<file path="src/rtl/core/grid_first_fit_rect_placer_top_macros.svh">
// ----------------------------------------------------------------------------
// Assertion macros for the grid placer
// Immediate-implication and next-cycle-implication checks on i_clk, disabled
// while i_rst_n is low. Empty when SYNTHESIS is defined.
// ----------------------------------------------------------------------------
`ifndef GRID_FIRST_FIT_RECT_PLACER_TOP_MACROS_SVH
`define GRID_FIRST_FIT_RECT_PLACER_TOP_MACROS_SVH

`ifndef SYNTHESIS
`define GFFRP_ASSERT_IMP(lbl, ante, cons) \
    lbl: assert property (@(posedge i_clk) disable iff (!i_rst_n) (ante) |-> (cons)) \
        else $error("gffrp: same-cycle check failed");
`define GFFRP_ASSERT_NXT(lbl, ante, cons) \
    lbl: assert property (@(posedge i_clk) disable iff (!i_rst_n) (ante) |=> (cons)) \
        else $error("gffrp: next-cycle check failed");
`else
`define GFFRP_ASSERT_IMP(lbl, ante, cons)
`define GFFRP_ASSERT_NXT(lbl, ante, cons)
`endif

`endif

</file>
<file path="src/rtl/core/gffrp_pkg.sv">
`timescale 1ns / 1ps
// ----------------------------------------------------------------------------
// gffrp_pkg
// Shared sizes, codes, types and helpers of the grid rectangle placer.
// ----------------------------------------------------------------------------
package gffrp_pkg;

    localparam int MAX_COLS = 16;
    localparam int MAX_ROWS = 16;

    // fixed field widths
    localparam int FLD_W  = 5;
    localparam int CODE_W = 4;
    localparam int POS_W  = 4;

    localparam int DIM_W_C = $clog2(MAX_COLS + 1);
    localparam int DIM_W_R = $clog2(MAX_ROWS + 1);
    localparam int DIM_W   = (DIM_W_C > DIM_W_R) ? ((DIM_W_C > FLD_W) ? DIM_W_C : FLD_W)
                                                 : ((DIM_W_R > FLD_W) ? DIM_W_R : FLD_W);
    localparam int ROW_AW  = (MAX_ROWS > 1) ? $clog2(MAX_ROWS) : 1;
    localparam int COL_AW  = (MAX_COLS > 1) ? $clog2(MAX_COLS) : 1;

    // register indexes
    localparam logic CFG_GRID_COLS = 1'b0;
    localparam logic CFG_GRID_ROWS = 1'b1;
    localparam logic [FLD_W-1:0] GRID_COLS_RST = FLD_W'(16);
    localparam logic [FLD_W-1:0] GRID_ROWS_RST = FLD_W'(16);

    // placement modes
    localparam logic MODE_SCAN  = 1'b0;
    localparam logic MODE_ALIGN = 1'b1;

    // alignment spots: row-major, top-left first
    localparam logic [CODE_W-1:0] SPOT_TL = CODE_W'(0);
    localparam logic [CODE_W-1:0] SPOT_TC = CODE_W'(1);
    localparam logic [CODE_W-1:0] SPOT_TR = CODE_W'(2);
    localparam logic [CODE_W-1:0] SPOT_ML = CODE_W'(3);
    localparam logic [CODE_W-1:0] SPOT_MC = CODE_W'(4);
    localparam logic [CODE_W-1:0] SPOT_MR = CODE_W'(5);
    localparam logic [CODE_W-1:0] SPOT_BL = CODE_W'(6);
    localparam logic [CODE_W-1:0] SPOT_BC = CODE_W'(7);
    localparam logic [CODE_W-1:0] SPOT_BR = CODE_W'(8);

    typedef struct packed {
        logic              found;
        logic [COL_AW-1:0] x;
    } t_fit;

    typedef struct packed {
        logic [DIM_W-1:0] x;
        logic [DIM_W-1:0] y;
    } t_spot;

    localparam logic [MAX_COLS:0] SPAN_ONE = (MAX_COLS + 1)'(1);

    // w ones starting at column x
    function automatic logic [MAX_COLS-1:0] span_mask(input logic [DIM_W-1:0] x,
                                                      input logic [DIM_W-1:0] w);
        logic [MAX_COLS:0] ones;
        ones = (SPAN_ONE << w) - SPAN_ONE;
        return ones[MAX_COLS-1:0] << x;
    endfunction

    // caller guarantees w <= cols and h <= rows
    function automatic t_spot align_spot(input logic [CODE_W-1:0] code,
                                         input logic [DIM_W-1:0]  cols,
                                         input logic [DIM_W-1:0]  rows,
                                         input logic [DIM_W-1:0]  w,
                                         input logic [DIM_W-1:0]  h);
        t_spot            s;
        logic [DIM_W-1:0] dx;
        logic [DIM_W-1:0] dy;
        dx = cols - w;
        dy = rows - h;
        s  = '0;
        unique case (code) inside
            SPOT_ML, SPOT_MC, SPOT_MR: s.y = dy >> 1;
            SPOT_BL, SPOT_BC, SPOT_BR: s.y = dy;
            default:                   s.y = '0;
        endcase
        unique case (code) inside
            SPOT_TC, SPOT_MC, SPOT_BC: s.x = dx >> 1;
            SPOT_TR, SPOT_MR, SPOT_BR: s.x = dx;
            default:                   s.x = '0;
        endcase
        return s;
    endfunction

endpackage

</file>
<file path="src/rtl/core/gffrp_occ_ram.sv">
`timescale 1ns / 1ps
// ----------------------------------------------------------------------------
// gffrp_occ_ram
// Simple dual-port RAM, one write and one registered read port.
// ----------------------------------------------------------------------------
module gffrp_occ_ram #(
    parameter int DEPTH = 16,
    parameter int WIDTH = 16,
    parameter int AW    = (DEPTH > 1) ? $clog2(DEPTH) : 1
) (
    input  logic             i_clk,
    input  logic             i_we,
    input  logic [AW-1:0]    i_waddr,
    input  logic [WIDTH-1:0] i_wdata,
    input  logic [AW-1:0]    i_raddr,
    output logic [WIDTH-1:0] o_rdata
);

    logic [WIDTH-1:0] mem [DEPTH];

    always_ff @(posedge i_clk) begin
        if (i_we) begin
            mem[i_waddr] <= i_wdata;
        end
        o_rdata <= mem[i_raddr];
    end

endmodule

</file>
<file path="src/rtl/core/gffrp_fit_scan.sv">
`timescale 1ns / 1ps
// ----------------------------------------------------------------------------
// gffrp_fit_scan
// Finds the leftmost column where a w-wide window of a row bitmap is free.
// ----------------------------------------------------------------------------
module gffrp_fit_scan import gffrp_pkg::*; (
    input  logic [MAX_COLS-1:0] i_occ,
    input  logic [DIM_W-1:0]    i_cols,
    input  logic [DIM_W-1:0]    i_width,
    output t_fit                o_fit
);

    logic [MAX_COLS-1:0] hit;

    always_comb begin
        for (int i = 0; i < MAX_COLS; i++) begin
            hit[i] = (((DIM_W + 1)'(i) + (DIM_W + 1)'(i_width)) <= (DIM_W + 1)'(i_cols))
                  && ((i_occ & span_mask(DIM_W'(i), i_width)) == '0);
        end
    end

    // lowest column wins
    always_comb begin
        o_fit = '0;
        for (int i = MAX_COLS - 1; i >= 0; i--) begin
            if (hit[i]) begin
                o_fit.found = 1'b1;
                o_fit.x     = COL_AW'(i);
            end
        end
    end

endmodule

</file>
<file path="src/rtl/core/grid_first_fit_rect_placer_top.sv">
`timescale 1ns / 1ps
// Grid rectangle placer. Keeps a MAX_ROWS x MAX_COLS occupancy bitmap (one
// RAM word per row) and answers each request beat on s_axis with exactly one
// result beat on m_axis. One request is worked on at a time; a new request is
// taken as soon as the previous one has been handed to the output register,
// even if that result has not yet been taken. Rows go through the single
// RAM read port, one row per cycle. A rejected request goes straight to the
// result; aligned mode marks the rows at the chosen spot. First-fit tries
// each candidate top row in turn, ORing its h rows and searching them for a
// free window, then marks the winning rows. When no top row fits, the result
// reports not placed. Clear-first is instant: per-row valid flops make all
// rows read as free. grid_cols and grid_rows may only be written while no
// request is in flight.
// ----------------------------------------------------------------------------
// grid_first_fit_rect_placer_top
// Occupancy-grid rectangle placer, first-fit scan or fixed alignment spot.
// ----------------------------------------------------------------------------
`include "grid_first_fit_rect_placer_top_macros.svh"

module grid_first_fit_rect_placer_top import gffrp_pkg::*; (
    input  logic             i_clk,
    input  logic             i_rst_n,
    // request
    input  logic             s_axis_tvalid,
    output logic             s_axis_tready,
    input  logic [15:0]      s_axis_tdata,  // clear_first, block_width[5], block_height[5],
                                            // align_position[4], pad
    input  logic             s_axis_tuser,  // mode
    // result
    output logic             m_axis_tvalid,
    input  logic             m_axis_tready,
    output logic [15:0]      m_axis_tdata,  // placed, pos_x[4], pos_y[4], pad
    // configuration
    input  logic             i_cfg_we,
    input  logic             i_cfg_idx,
    input  logic [FLD_W-1:0] i_cfg_wdata
);

    typedef enum logic [2:0] {
        S_IDLE,
        S_SCAN,   // OR rows y..y+h-1 into r_acc
        S_EVAL,   // search r_acc for a free window
        S_MARK,   // read-modify-write the chosen rows
        S_FIN     // hand result to output register
    } t_state;

    t_state              r_state;
    logic [MAX_ROWS-1:0] r_valid;
    logic [FLD_W-1:0]    r_grid_cols;
    logic [FLD_W-1:0]    r_grid_rows;

    logic [DIM_W-1:0]    r_w;
    logic [DIM_W-1:0]    r_h;
    logic [DIM_W-1:0]    r_cols;
    logic [DIM_W-1:0]    r_rows;
    logic [DIM_W-1:0]    r_y;
    logic [DIM_W-1:0]    r_idx;
    logic [DIM_W-1:0]    r_px;
    logic [DIM_W-1:0]    r_py;
    logic                r_pend;
    logic                r_rd_vld;
    logic                r_placed;
    logic [ROW_AW-1:0]   r_waddr;
    logic [MAX_COLS-1:0] r_acc;
    logic [MAX_COLS-1:0] r_mask;

    logic                r_out_vld;
    logic                r_out_placed;
    logic [POS_W-1:0]    r_out_x;
    logic [POS_W-1:0]    r_out_y;

    // request fields
    logic                in_mode;
    logic                in_clear;
    logic [DIM_W-1:0]    in_w;
    logic [DIM_W-1:0]    in_h;
    logic [CODE_W-1:0]   in_code;
    logic [DIM_W-1:0]    cols_cl;
    logic [DIM_W-1:0]    rows_cl;
    logic                dims_ok;
    t_spot               spot;

    logic [DIM_W-1:0]    n_row;
    logic [MAX_COLS-1:0] mem_rdata;
    logic [MAX_COLS-1:0] rd_occ;
    logic                mem_we;
    t_fit                fit;
    logic                out_free;

    assign in_mode  = s_axis_tuser;
    assign in_clear = s_axis_tdata[0];
    assign in_w     = DIM_W'(s_axis_tdata[5:1]);
    assign in_h     = DIM_W'(s_axis_tdata[10:6]);
    assign in_code  = s_axis_tdata[14:11];

    // sizes above the array are taken as the array size
    assign cols_cl = (DIM_W'(r_grid_cols) > DIM_W'(MAX_COLS)) ? DIM_W'(MAX_COLS)
                                                              : DIM_W'(r_grid_cols);
    assign rows_cl = (DIM_W'(r_grid_rows) > DIM_W'(MAX_ROWS)) ? DIM_W'(MAX_ROWS)
                                                              : DIM_W'(r_grid_rows);
    assign dims_ok = (in_w != '0) && (in_h != '0) && (in_w <= cols_cl) && (in_h <= rows_cl);
    assign spot    = align_spot(in_code, cols_cl, rows_cl, in_w, in_h);

    // row address: scan window base or marked rectangle base, plus row index
    assign n_row  = ((r_state == S_MARK) ? r_py : r_y) + r_idx;
    // rows not written since the last clear read as free
    assign rd_occ = r_rd_vld ? mem_rdata : '0;
    assign mem_we = (r_state == S_MARK) && r_pend;

    gffrp_occ_ram #(
        .DEPTH (MAX_ROWS),
        .WIDTH (MAX_COLS)
    ) u_ram (
        .i_clk   (i_clk),
        .i_we    (mem_we),
        .i_waddr (r_waddr),
        .i_wdata (rd_occ | r_mask),
        .i_raddr (n_row[ROW_AW-1:0]),
        .o_rdata (mem_rdata)
    );

    gffrp_fit_scan u_fit (
        .i_occ   (r_acc),
        .i_cols  (r_cols),
        .i_width (r_w),
        .o_fit   (fit)
    );

    assign out_free      = !r_out_vld || m_axis_tready;
    assign s_axis_tready = (r_state == S_IDLE);
    assign m_axis_tvalid = r_out_vld;
    assign m_axis_tdata  = {7'b0, r_out_y, r_out_x, r_out_placed};

    always_ff @(posedge i_clk) begin
        if (!i_rst_n) begin
            r_state     <= S_IDLE;
            r_valid     <= '0;
            r_grid_cols <= GRID_COLS_RST;
            r_grid_rows <= GRID_ROWS_RST;
            r_pend      <= 1'b0;
            r_out_vld   <= 1'b0;
        end else begin
            r_rd_vld <= r_valid[n_row[ROW_AW-1:0]];

            if (i_cfg_we) begin
                unique case (i_cfg_idx)
                    CFG_GRID_COLS: r_grid_cols <= i_cfg_wdata;
                    CFG_GRID_ROWS: r_grid_rows <= i_cfg_wdata;
                    default:       r_grid_cols <= r_grid_cols;
                endcase
            end

            // output register: loaded from S_FIN, emptied when taken
            if ((r_state == S_FIN) && out_free) begin
                r_out_vld <= 1'b1;
            end else if (m_axis_tvalid && m_axis_tready) begin
                r_out_vld <= 1'b0;
            end

            unique case (r_state)
                S_IDLE: begin
                    if (s_axis_tvalid) begin
                        if (in_clear) begin
                            r_valid <= '0;
                        end
                        r_w    <= in_w;
                        r_h    <= in_h;
                        r_cols <= cols_cl;
                        r_rows <= rows_cl;
                        r_y    <= '0;
                        r_idx  <= '0;
                        r_acc  <= '0;
                        r_pend <= 1'b0;
                        if (!dims_ok) begin
                            r_placed <= 1'b0;
                            r_state  <= S_FIN;
                        end else if (in_mode == MODE_ALIGN) begin
                            r_px     <= spot.x;
                            r_py     <= spot.y;
                            r_mask   <= span_mask(spot.x, in_w);
                            r_placed <= 1'b1;
                            r_state  <= S_MARK;
                        end else begin
                            r_state  <= S_SCAN;
                        end
                    end
                end
                S_SCAN: begin
                    if (r_pend) begin
                        r_acc <= r_acc | rd_occ;
                    end
                    if (r_idx < r_h) begin
                        r_idx  <= r_idx + 1'b1;
                        r_pend <= 1'b1;
                    end else begin
                        r_pend  <= 1'b0;
                        r_state <= S_EVAL;
                    end
                end
                S_EVAL: begin
                    r_idx <= '0;
                    r_acc <= '0;
                    if (fit.found) begin
                        r_px     <= DIM_W'(fit.x);
                        r_py     <= r_y;
                        r_mask   <= span_mask(DIM_W'(fit.x), r_w);
                        r_placed <= 1'b1;
                        r_state  <= S_MARK;
                    end else if ((r_y + r_h) < r_rows) begin
                        r_y     <= r_y + 1'b1;
                        r_state <= S_SCAN;
                    end else begin
                        r_placed <= 1'b0;
                        r_state  <= S_FIN;
                    end
                end
                S_MARK: begin
                    // each write lands in the cycle after its read; rows are distinct
                    if (r_pend) begin
                        r_valid[r_waddr] <= 1'b1;
                    end
                    if (r_idx < r_h) begin
                        r_waddr <= n_row[ROW_AW-1:0];
                        r_idx   <= r_idx + 1'b1;
                        r_pend  <= 1'b1;
                    end else begin
                        r_pend  <= 1'b0;
                        r_state <= S_FIN;
                    end
                end
                S_FIN: begin
                    if (out_free) begin
                        r_out_placed <= r_placed;
                        r_out_x      <= r_placed ? r_px[POS_W-1:0] : '0;
                        r_out_y      <= r_placed ? r_py[POS_W-1:0] : '0;
                        r_state      <= S_IDLE;
                    end
                end
                default: r_state <= S_IDLE;
            endcase
        end
    end

    // marked rectangle always lies inside the grid in use
    `GFFRP_ASSERT_IMP(a_mark_in_grid, (r_state == S_MARK), (((DIM_W + 1)'(r_py) + (DIM_W + 1)'(r_h) <= (DIM_W + 1)'(r_rows)) && ((DIM_W + 1)'(r_px) + (DIM_W + 1)'(r_w) <= (DIM_W + 1)'(r_cols))))
    // scan window never runs past the bottom row
    `GFFRP_ASSERT_IMP(a_scan_window, (r_state == S_SCAN), ((DIM_W + 1)'(r_y) + (DIM_W + 1)'(r_h) <= (DIM_W + 1)'(r_rows)))
    // unplaced results report the origin
    `GFFRP_ASSERT_IMP(a_unplaced_zero, (m_axis_tvalid && !m_axis_tdata[0]), (m_axis_tdata[8:1] == '0))
    // an accepted request always starts work
    `GFFRP_ASSERT_NXT(a_accept_busy, (s_axis_tvalid && s_axis_tready), (r_state != S_IDLE))

endmodule
</file>
<file path="config.mk">
export PLATFORM = sky130hd
export DESIGN_NAME = grid_first_fit_rect_placer_top
export DESIGN_NICKNAME = d
export VERILOG_FILES = /design/src/rtl/core/gffrp_pkg.sv /design/src/rtl/core/gffrp_occ_ram.sv /design/src/rtl/core/gffrp_fit_scan.sv /design/src/rtl/core/grid_first_fit_rect_placer_top.sv
export VERILOG_INCLUDE_DIRS = /design/src /design/src/rtl/core
export SDC_FILE = /design/constraint.sdc
export NUM_CORES = 1
export LEC_CHECK = 0
export ABC_CLOCK_PERIOD_IN_PS = 7500
export BUFFER_PORTS_ARGS = -buffer_cell sky130_fd_sc_hd__buf_4
export CAP_MARGIN = 5
export CORE_MARGIN = 4
export CORE_UTILIZATION = 50
export CTS_CLUSTER_SIZE = 8
export DETAILED_ROUTE_END_ITERATION = 10
export PLACE_DENSITY = 0.76
export SYNTH_ARGS = -nofsm -noshare
export SYNTH_HDL_FRONTEND = slang
export SYNTH_SLANG_ARGS = --single-unit
</file>
<file path="constraint.sdc">
create_clock -name i_clk -period 7.5 [get_ports i_clk]
set_input_delay 0.75 -clock i_clk [delete_from_list [all_inputs] [get_ports i_clk]]
set_output_delay 0.75 -clock i_clk [all_outputs]
set_load 0.05 [all_outputs]
</file>
==> results of run 1 <==
[stage by stage]
step / hold WS (ns) / total power, mW
2_1_floorplan: 0.432 / 3.88
6_report: 0.384 / 6.61
5_1_grt: 0.363 / 6.91
3_5_place_dp: 0.450 / 4.39
3_3_place_gp: 0.441 / 4.35
4_1_cts: 0.364 / 6.62
[where the power goes]
part	internal, mW	switching (mW)
registers	2.56	0.116
clock network	1.35	0.870
logic	0.643	1.07
total	4.55	2.06
[Yosys cell counts, drive strengths merged (12+ instances only)]
cell type / n
a2111oi: 14
and2: 16
o22ai: 12
mux2i: 28
inv: 73
o21a: 26
buf: 35
a21oi: 128
a211oi: 15
nand2b: 27
dfxtp: 47
xor2: 14
a221oi: 19
nor2: 128
and3: 29
xnor2: 34
a21o: 34
nor4: 15
nor3: 38
edfxtp: 341
o211ai: 17
nand3: 37
ha: 95
clkbuf: 75
mux4: 68
nand2: 169
a22oi: 18
nor2b: 29
o21ai: 72
a31oi: 22
[sequential cells by signal, summed over array words and instances, names as in the netlist, 4 cells and up]
name	flops
r_grid_rows	5
r_out_y	4
u_ram.o_rdata	16
r_cols	5
r_y	5
r_idx	5
r_w	5
u_ram.mem	256
r_waddr	4
r_out_x	4
r_valid	16
r_py	4
r_h	5
r_px	4
r_grid_cols	5
r_rows	5
r_mask	16
r_acc	16
[layer usage]
layer	vias to the layer above	routed length, µm
met3	130	4390
met1	7882	23400
li1	7168	-
met4	0	1740
met2	731	29200
met5	-	0
[logic make-up (layout without fill, tap and decap cells)]
logic type      Yosys count  after routing
simple gates            545            545
compound gates          484            484
flops                   388            388
buf+inv                 188            246
mux                     106            106
fa+ha+maj               100            100
xor+xnor                 48             48
other cells               1              7
[final cells by class]
class                           count  area [µm²]  share of cell area, %
Timing Repair Buffer               68         510                   2.11
Inverter                           78         293                   1.21
Multi-Input combinational cell   1290        9900                   40.9
Tap cell                          585         732                   3.03
Clock buffer                       96        1510                   6.24
Clock inverter                      4        63.8                  0.264
Sequential cell                   388       11200                   46.2
[worst min path at each step]
stage                     slack (ns)  cells after the start             end
after detailed placement        0.45                      2  r_grid_rows[3]
final                           0.38                      1          r_h[1]
after CTS                       0.36                      1          r_h[1]
after floorplan                 0.43                      2  r_grid_rows[1]
after global routing            0.36                      1          r_h[1]
after global placement          0.44                      1      r_valid[1]
[worst max-delay path, delay by kind of cell (launching register included)]
family | cells | cell delay [ns]
adders and majority gates | 3 | 1.58
AOI/OAI and AO/OA | 6 | 2.20
and+or+nand+nor | 5 | 1.25
DFF | 1 | 0.53
buffers and inverters | 4 | 1.02
==> summary.txt, run 1 <==
Layout
  • Util after Layout: 56.3%
  • Most frequent cells in the layout: 341 x edfxtp_1, 169 x nand2_1, 126 x a21oi_1, 114 x nor2_1, 94 x ha_1
  • Non-filler cells, final: 2509
  • Commonest non-fill, non-tap cell in the layout: edfxtp_1
  • Post-route cell area: 24200 µm²
  • Layout cells sized above 1: 14.0%
  • Antenna cells: 0
  • P&R area growth vs syn: 11.3%
  • Fin nets: 2008
  • Number of fill cells: 3463

Synth
  • Ys flop type: edfxtp_1
  • Xor and xnor area share after synthesis: 2.00%
  • Yosys reg bits: 388
  • Cell count after synthesis: 1860
  • Seq/Total Area, Yosys: 51.5%
  • Post-synth design cell area: 21700 µm²
  • Post-synth cell types: 100
  • Main combinational cell family by area after synthesis: compound AO/OA/AOI/OAI gates
  • Adder-Cell Fraction of Synth Area: 5.93%
  • Post-Synth Simple-Gate Area: 12.4%
  • Post-synthesis area per instance: 11.7 µm²
  • Ys Warns: 0
  • Multiplexer share of the synthesized area: 8.86%
  • Synth area leaders: edfxtp_1 47%, mux4_2 7.0%, ha_1 5.5%, dfxtp_1 4.3%, nand2_1 2.9%
  • Async set-reset flop share out of synthesis: 0%
  • Post-synth EDFFs: 341
  • Share of the synthesized area in the top cell type: 47.1%
  • Post-synthesis compound-gate area fraction: 15.8%
  • Area leader, netlist: edfxtp_1

Die
  • Die width: 216 µm
  • Top-Level Pins: 46
  • Initial Util: 50.6%
  • Die Ht: 216 µm
  • Core footprint: 43000 µm²
  • Die ar.: 46900 µm²
  • Row count: 76

Worst setup path
  • Reg2Reg Depth: 18
  • Req. time, crit path: 7.80 ns
  • Reg-to-Reg Start: r_w[1]
  • CP Data Arrival Time: 7.16 ns
  • Setup crit end: r_mask[9]
  • Crit path largest cell delay: 0.73 ns
  • Setup crit start: r_w[1]
  • Reg2reg end: r_mask[9]
  • Critical path's slowest cell: ha_1
  • Worst setup path class: reg -> reg
  • R2r setup slk: 0.64 ns
  • Maximum fanout along the worst path: 18
  • CP dominant cell by count: ha_1
  • Crit start category: register
  • Crit-path cells: inv_1 > ha_1 > ha_1 > inv_2 > nor2_4 > inv_2 > ha_1 > inv_1 > a222oi_1 > o2111ai_1 > a2111oi_0 > and4b_1 > nand2b_1 > nor2_1 > a31o_2 > a221oi_1 > o32a_1 > nand3b_1
  • Critical Path End Type: register

Power
  • Leakage power figure: 8.69 nW
  • Maximum vdd drop: 359 µV
  • PD cells: 273 nW/µm²

Route
  • DRC: 0
  • Post-route ant nets: 0
  • Vias per cell: 6.34
  • Initial DRC count: 1477
  • DR WL/cell: 23.4 µm
  • Number of detailed-route iterations in the first pass: 6
  • Via count: 15.9k
  • Final wirelength: 58800 µm

Global routing
  • Vias in the first global route: 16.1k
  • Initial antenna violation count: 0
  • M3 GR Usage: 3.49%
  • Largest net degree at the start of global routing: 70
  • Grt ovf: 0
  • Overall Global Routing Usage: 24.7%
  • First-pass GRT wire length: 91100 µm
  • GRT met1 Usage: 32.1%
  • Busiest metal layer after global routing: met2
  • Met2 Use GR: 42.5%

STA
  • RSZ-0062 raised after global routing: false
  • Max_slew headroom: 19.2%
  • Worst-Margin Slew: 1.21 ns
  • Period Utilization, post-route: 91.4%
  • Fmax: 146 MHz
  • Setup TNS: 0 ns
  • Worst Skew: 0.0140 ns
  • Final worst slack: 0.642 ns
  • Setup-failing EPs final: 0
  • Slew Viols, Final: 0
  • Minimum clock period: 6.86 ns
  • Endpoints failing hold: 0

Clock tree
  • CTS Buf Count: 54
  • CTS Sinks: 388
  • Setup Fix Bufs, Post-CTS: 0
  • Clock-pin slew on the worst setup and hold paths: 0.05 ns
  • CTS-repair resized insts: 0
  • Hold_buf cts: 0
  • Worst-Skew Late Latency: 0.57 ns
  • CTS H-tree depth: 2
  • Clock buffer depth: 3
  • Root buffer cell: clkbuf_16
  • CTS tree: yes

Place
  • Number of buffers added on ports: 37
  • HPWL Detailed: 39200 µm
  • RePlAce Congestion: 0.964
  • Placed instance area: 22600 µm²
  • DP Worst Slack: 0.879 ns
  • Placed insts: 2409

Hold path
  • Hold_sp: s_axis_tdata[7]
  • Hold WC Path Type: in -> reg

Status
  • Status: finished clean

Run
  • Total of max-cap violations: 0
(Power assumes the default switching activity.)
==> inputs of run 2 (changes only) <==
- PLACE_DENSITY: 0.76 -> 0.66
==> run 2 against run 1 <==
Final cell count about the same. Clock-buffer cell count up 3. Clock skew up 0.020 ns. Worst setup slack better by 0.017 ns. Sequential power about the same. Clock power up 2%. First-iteration DRC count up 2.3%. Cell area up 0.20%. Sequential share of layout area down 0.093 points. Die area unchanged. Non-clock buffer count up 1.
==> summary.txt, run 2 (same netlist as run 1, synthesis figures left out) <==
Die
  • Die Ht: 216 µm (unchanged)
  • Core footprint: 43000 µm² (unchanged)
  • Die ar.: 46900 µm² (unchanged)
  • Initial Util: 50.6% (unchanged)
  • Row count: 76 (unchanged)
  • Die width: 216 µm (unchanged)
  • Top-Level Pins: 46 (unchanged)

Global routing
  • First-pass GRT wire length: 90400 µm (-0.77%)
  • Vias in the first global route: 15.3k (-4.6%)
  • Grt ovf: 0 (unchanged)
  • Largest net degree at the start of global routing: 48 (-31%)
  • Overall Global Routing Usage: 24.4% (-0.23 points)
  • Initial antenna violation count: 0 (unchanged)

Layout
  • Fin nets: 2009 (+0.050%)
  • Antenna cells: 0 (unchanged)
  • Max reg flops: 256 (unchanged)
  • Largest reg by FF count: u_ram.mem
  • Most frequent cells in the layout: 341 x edfxtp_1, 169 x nand2_1, 126 x a21oi_1, 112 x nor2_1, 94 x ha_1
  • Commonest non-fill, non-tap cell in the layout: edfxtp_1
  • Number of fill cells: 3627 (+4.7%)
  • Layout cells sized above 1: 14.2% (+0.19 points)
  • P&R area growth vs syn: 11.6%

Route
  • Post-route ant nets: 0 (unchanged)
  • Initial DRC count: 1511 (+2.3%)
  • Vias per cell: 6.24 (-1.6%)
  • Final wirelength: 57900 µm (-1.4%)
  • Via count: 15.7k (-1.5%)
  • DRC: 0 (unchanged)
  • DR WL/cell: 23.1 µm (-1.5%)
  • Number of detailed-route iterations in the first pass: 5 (-1)

STA
  • Worst Skew: 0.0338 ns (+0.0198 ns)
  • Minimum clock period: 6.84 ns (-0.0166 ns)
  • RSZ-0062 raised after global routing: false
  • Period Utilization, post-route: 91.2% (-0.22 points)
  • Worst-Margin Slew: 1.23 ns (+0.0183 ns)
  • Endpoints failing hold: 0 (unchanged)
  • Slew Viols, Final: 0 (unchanged)
  • Max_slew headroom: 17.8% (-1.3 points)
  • Worst hold slack: 0.375 ns (-0.00891 ns)
  • Setup TNS: 0 ns (unchanged)
  • Fmax: 146 MHz (+0.24%)
  • Setup-failing EPs final: 0 (unchanged)

Power
  • PD cells: 274 nW/µm² (+0.18%)
  • Leakage power figure: 8.71 nW (+0.24%)
  • Maximum vdd drop: 259 µV (-28%)

Worst setup path
  • Req. time, crit path: 7.70 ns (-0.10 ns)
  • Worst setup path class: reg -> reg
  • Maximum fanout along the worst path: 18 (unchanged)
  • Critical Path End Type: register
  • CP Data Arrival Time: 7.04 ns (-0.12 ns)
  • Crit start category: register

Clock tree
  • CTS Sinks: 388 (unchanged)
  • Setup Fix Bufs, Post-CTS: 0 (unchanged)
  • CTS tree: yes
  • Root buffer cell: clkbuf_16
  • CTS-repair resized insts: 0 (unchanged)
  • CTS H-tree depth: 2 (unchanged)
  • Clock-pin slew on the worst setup and hold paths: 0.06 ns (about the same)
  • Worst-Skew Late Latency: 0.58 ns (about the same)
  • Clock buffer depth: 3 (unchanged)
  • Hold_buf cts: 0 (unchanged)
  • CTS Buf Count: 54 (unchanged)

Place
  • RePlAce Congestion: 0.944 (-2.0%)
  • Number of buffers added on ports: 37 (unchanged)
  • HPWL Detailed: 39000 µm (-0.50%)

Status
  • Status: finished clean

Hold path
  • Hold WC Path Type: in -> reg

Run
  • Total of max-cap violations: 0 (unchanged)
## run 2: changes by cell type in the layout (fill, tap and decap cells not counted)
cell       before  now
nor2_1        114  112
xnor2_2         2    3
nor2_2         12   14
clkbuf_1       42   43
clkinv_2        1    0
clkbuf_8        0    1
inv_6           1    0
buf_4          68   69
xnor2_1        32   31
clkbuf_16      54   55
## run 2: worst paths after layout
| kind | slack [ns] | to | startpoint | cells past startpoint |
|---|---|---|---|---|
| max | 0.66 | r_y[3] | r_w[1] | 19 |
| min reg2reg | 0.46 | r_valid[0] | r_valid[0] | 1 |
| max reg2reg | 0.66 | r_y[3] | r_w[1] | 19 |
| min | 0.38 | r_h[4] | s_axis_tdata[10] | 1 |
## run 2: cell type report
class                      instances  area, µm²  area share (%)
multi-input combinational       1290       9910            40.9
inverter                          78        293            1.21
sequential                       388      11200            46.1
clock buffer                      99       1550            6.40
timing repair buffer              69        518            2.14
clock inverter                     2       50.0           0.206
tap                              585        732            3.02
## run 2: stage by stage
step	area (µm²)	instances	utilization, %	power (mW)	setup WS, ns
after floorplan	21800	1866	-	3.88	1.00
after global placement	22600	2410	52.7	4.37	0.870
after detailed placement	22600	2410	52.7	4.39	0.821
after CTS	24200	2511	56.4	6.66	0.808
after global routing	24200	2511	56.4	6.95	0.375
final	24200	2511	56.4	6.63	0.659
## run 2: worst max-delay path: stages (launching register included)
cell,delay [ns]
edfxtp_1,0.53
inv_1,0.29
ha_1,0.34
ha_1,0.60
inv_2,0.17
nor2_4,0.23
inv_2,0.22
ha_1,0.28
buf_4,0.18
nor4bb_1,0.73
a311oi_1,0.11
a21bo_2,0.42
a2111oi_0,0.16
and4_1,0.27
a31oi_1,0.34
nand2b_1,0.19
or3_1,0.43
nor2_1,0.41
nand2_1,0.11
a21oi_1,0.44
## run 2: per-layer routing
layer  global-route usage [%]  routed length, µm  up-vias
met5                        0                  0        -
met4                     7.53               1800        0
met3                     2.89               3180      117
met2                     40.0              27800      541
met1                     34.6              25100     7833
li1                         -                  -     7181
## run 2: power by group
| part | switching, mW | internal, mW |
|---|---|---|
| Combinational | 1.06 | 0.639 |
| Sequential | 0.114 | 2.56 |
| Clock | 0.877 | 1.38 |
| Total | 2.05 | 4.58 |
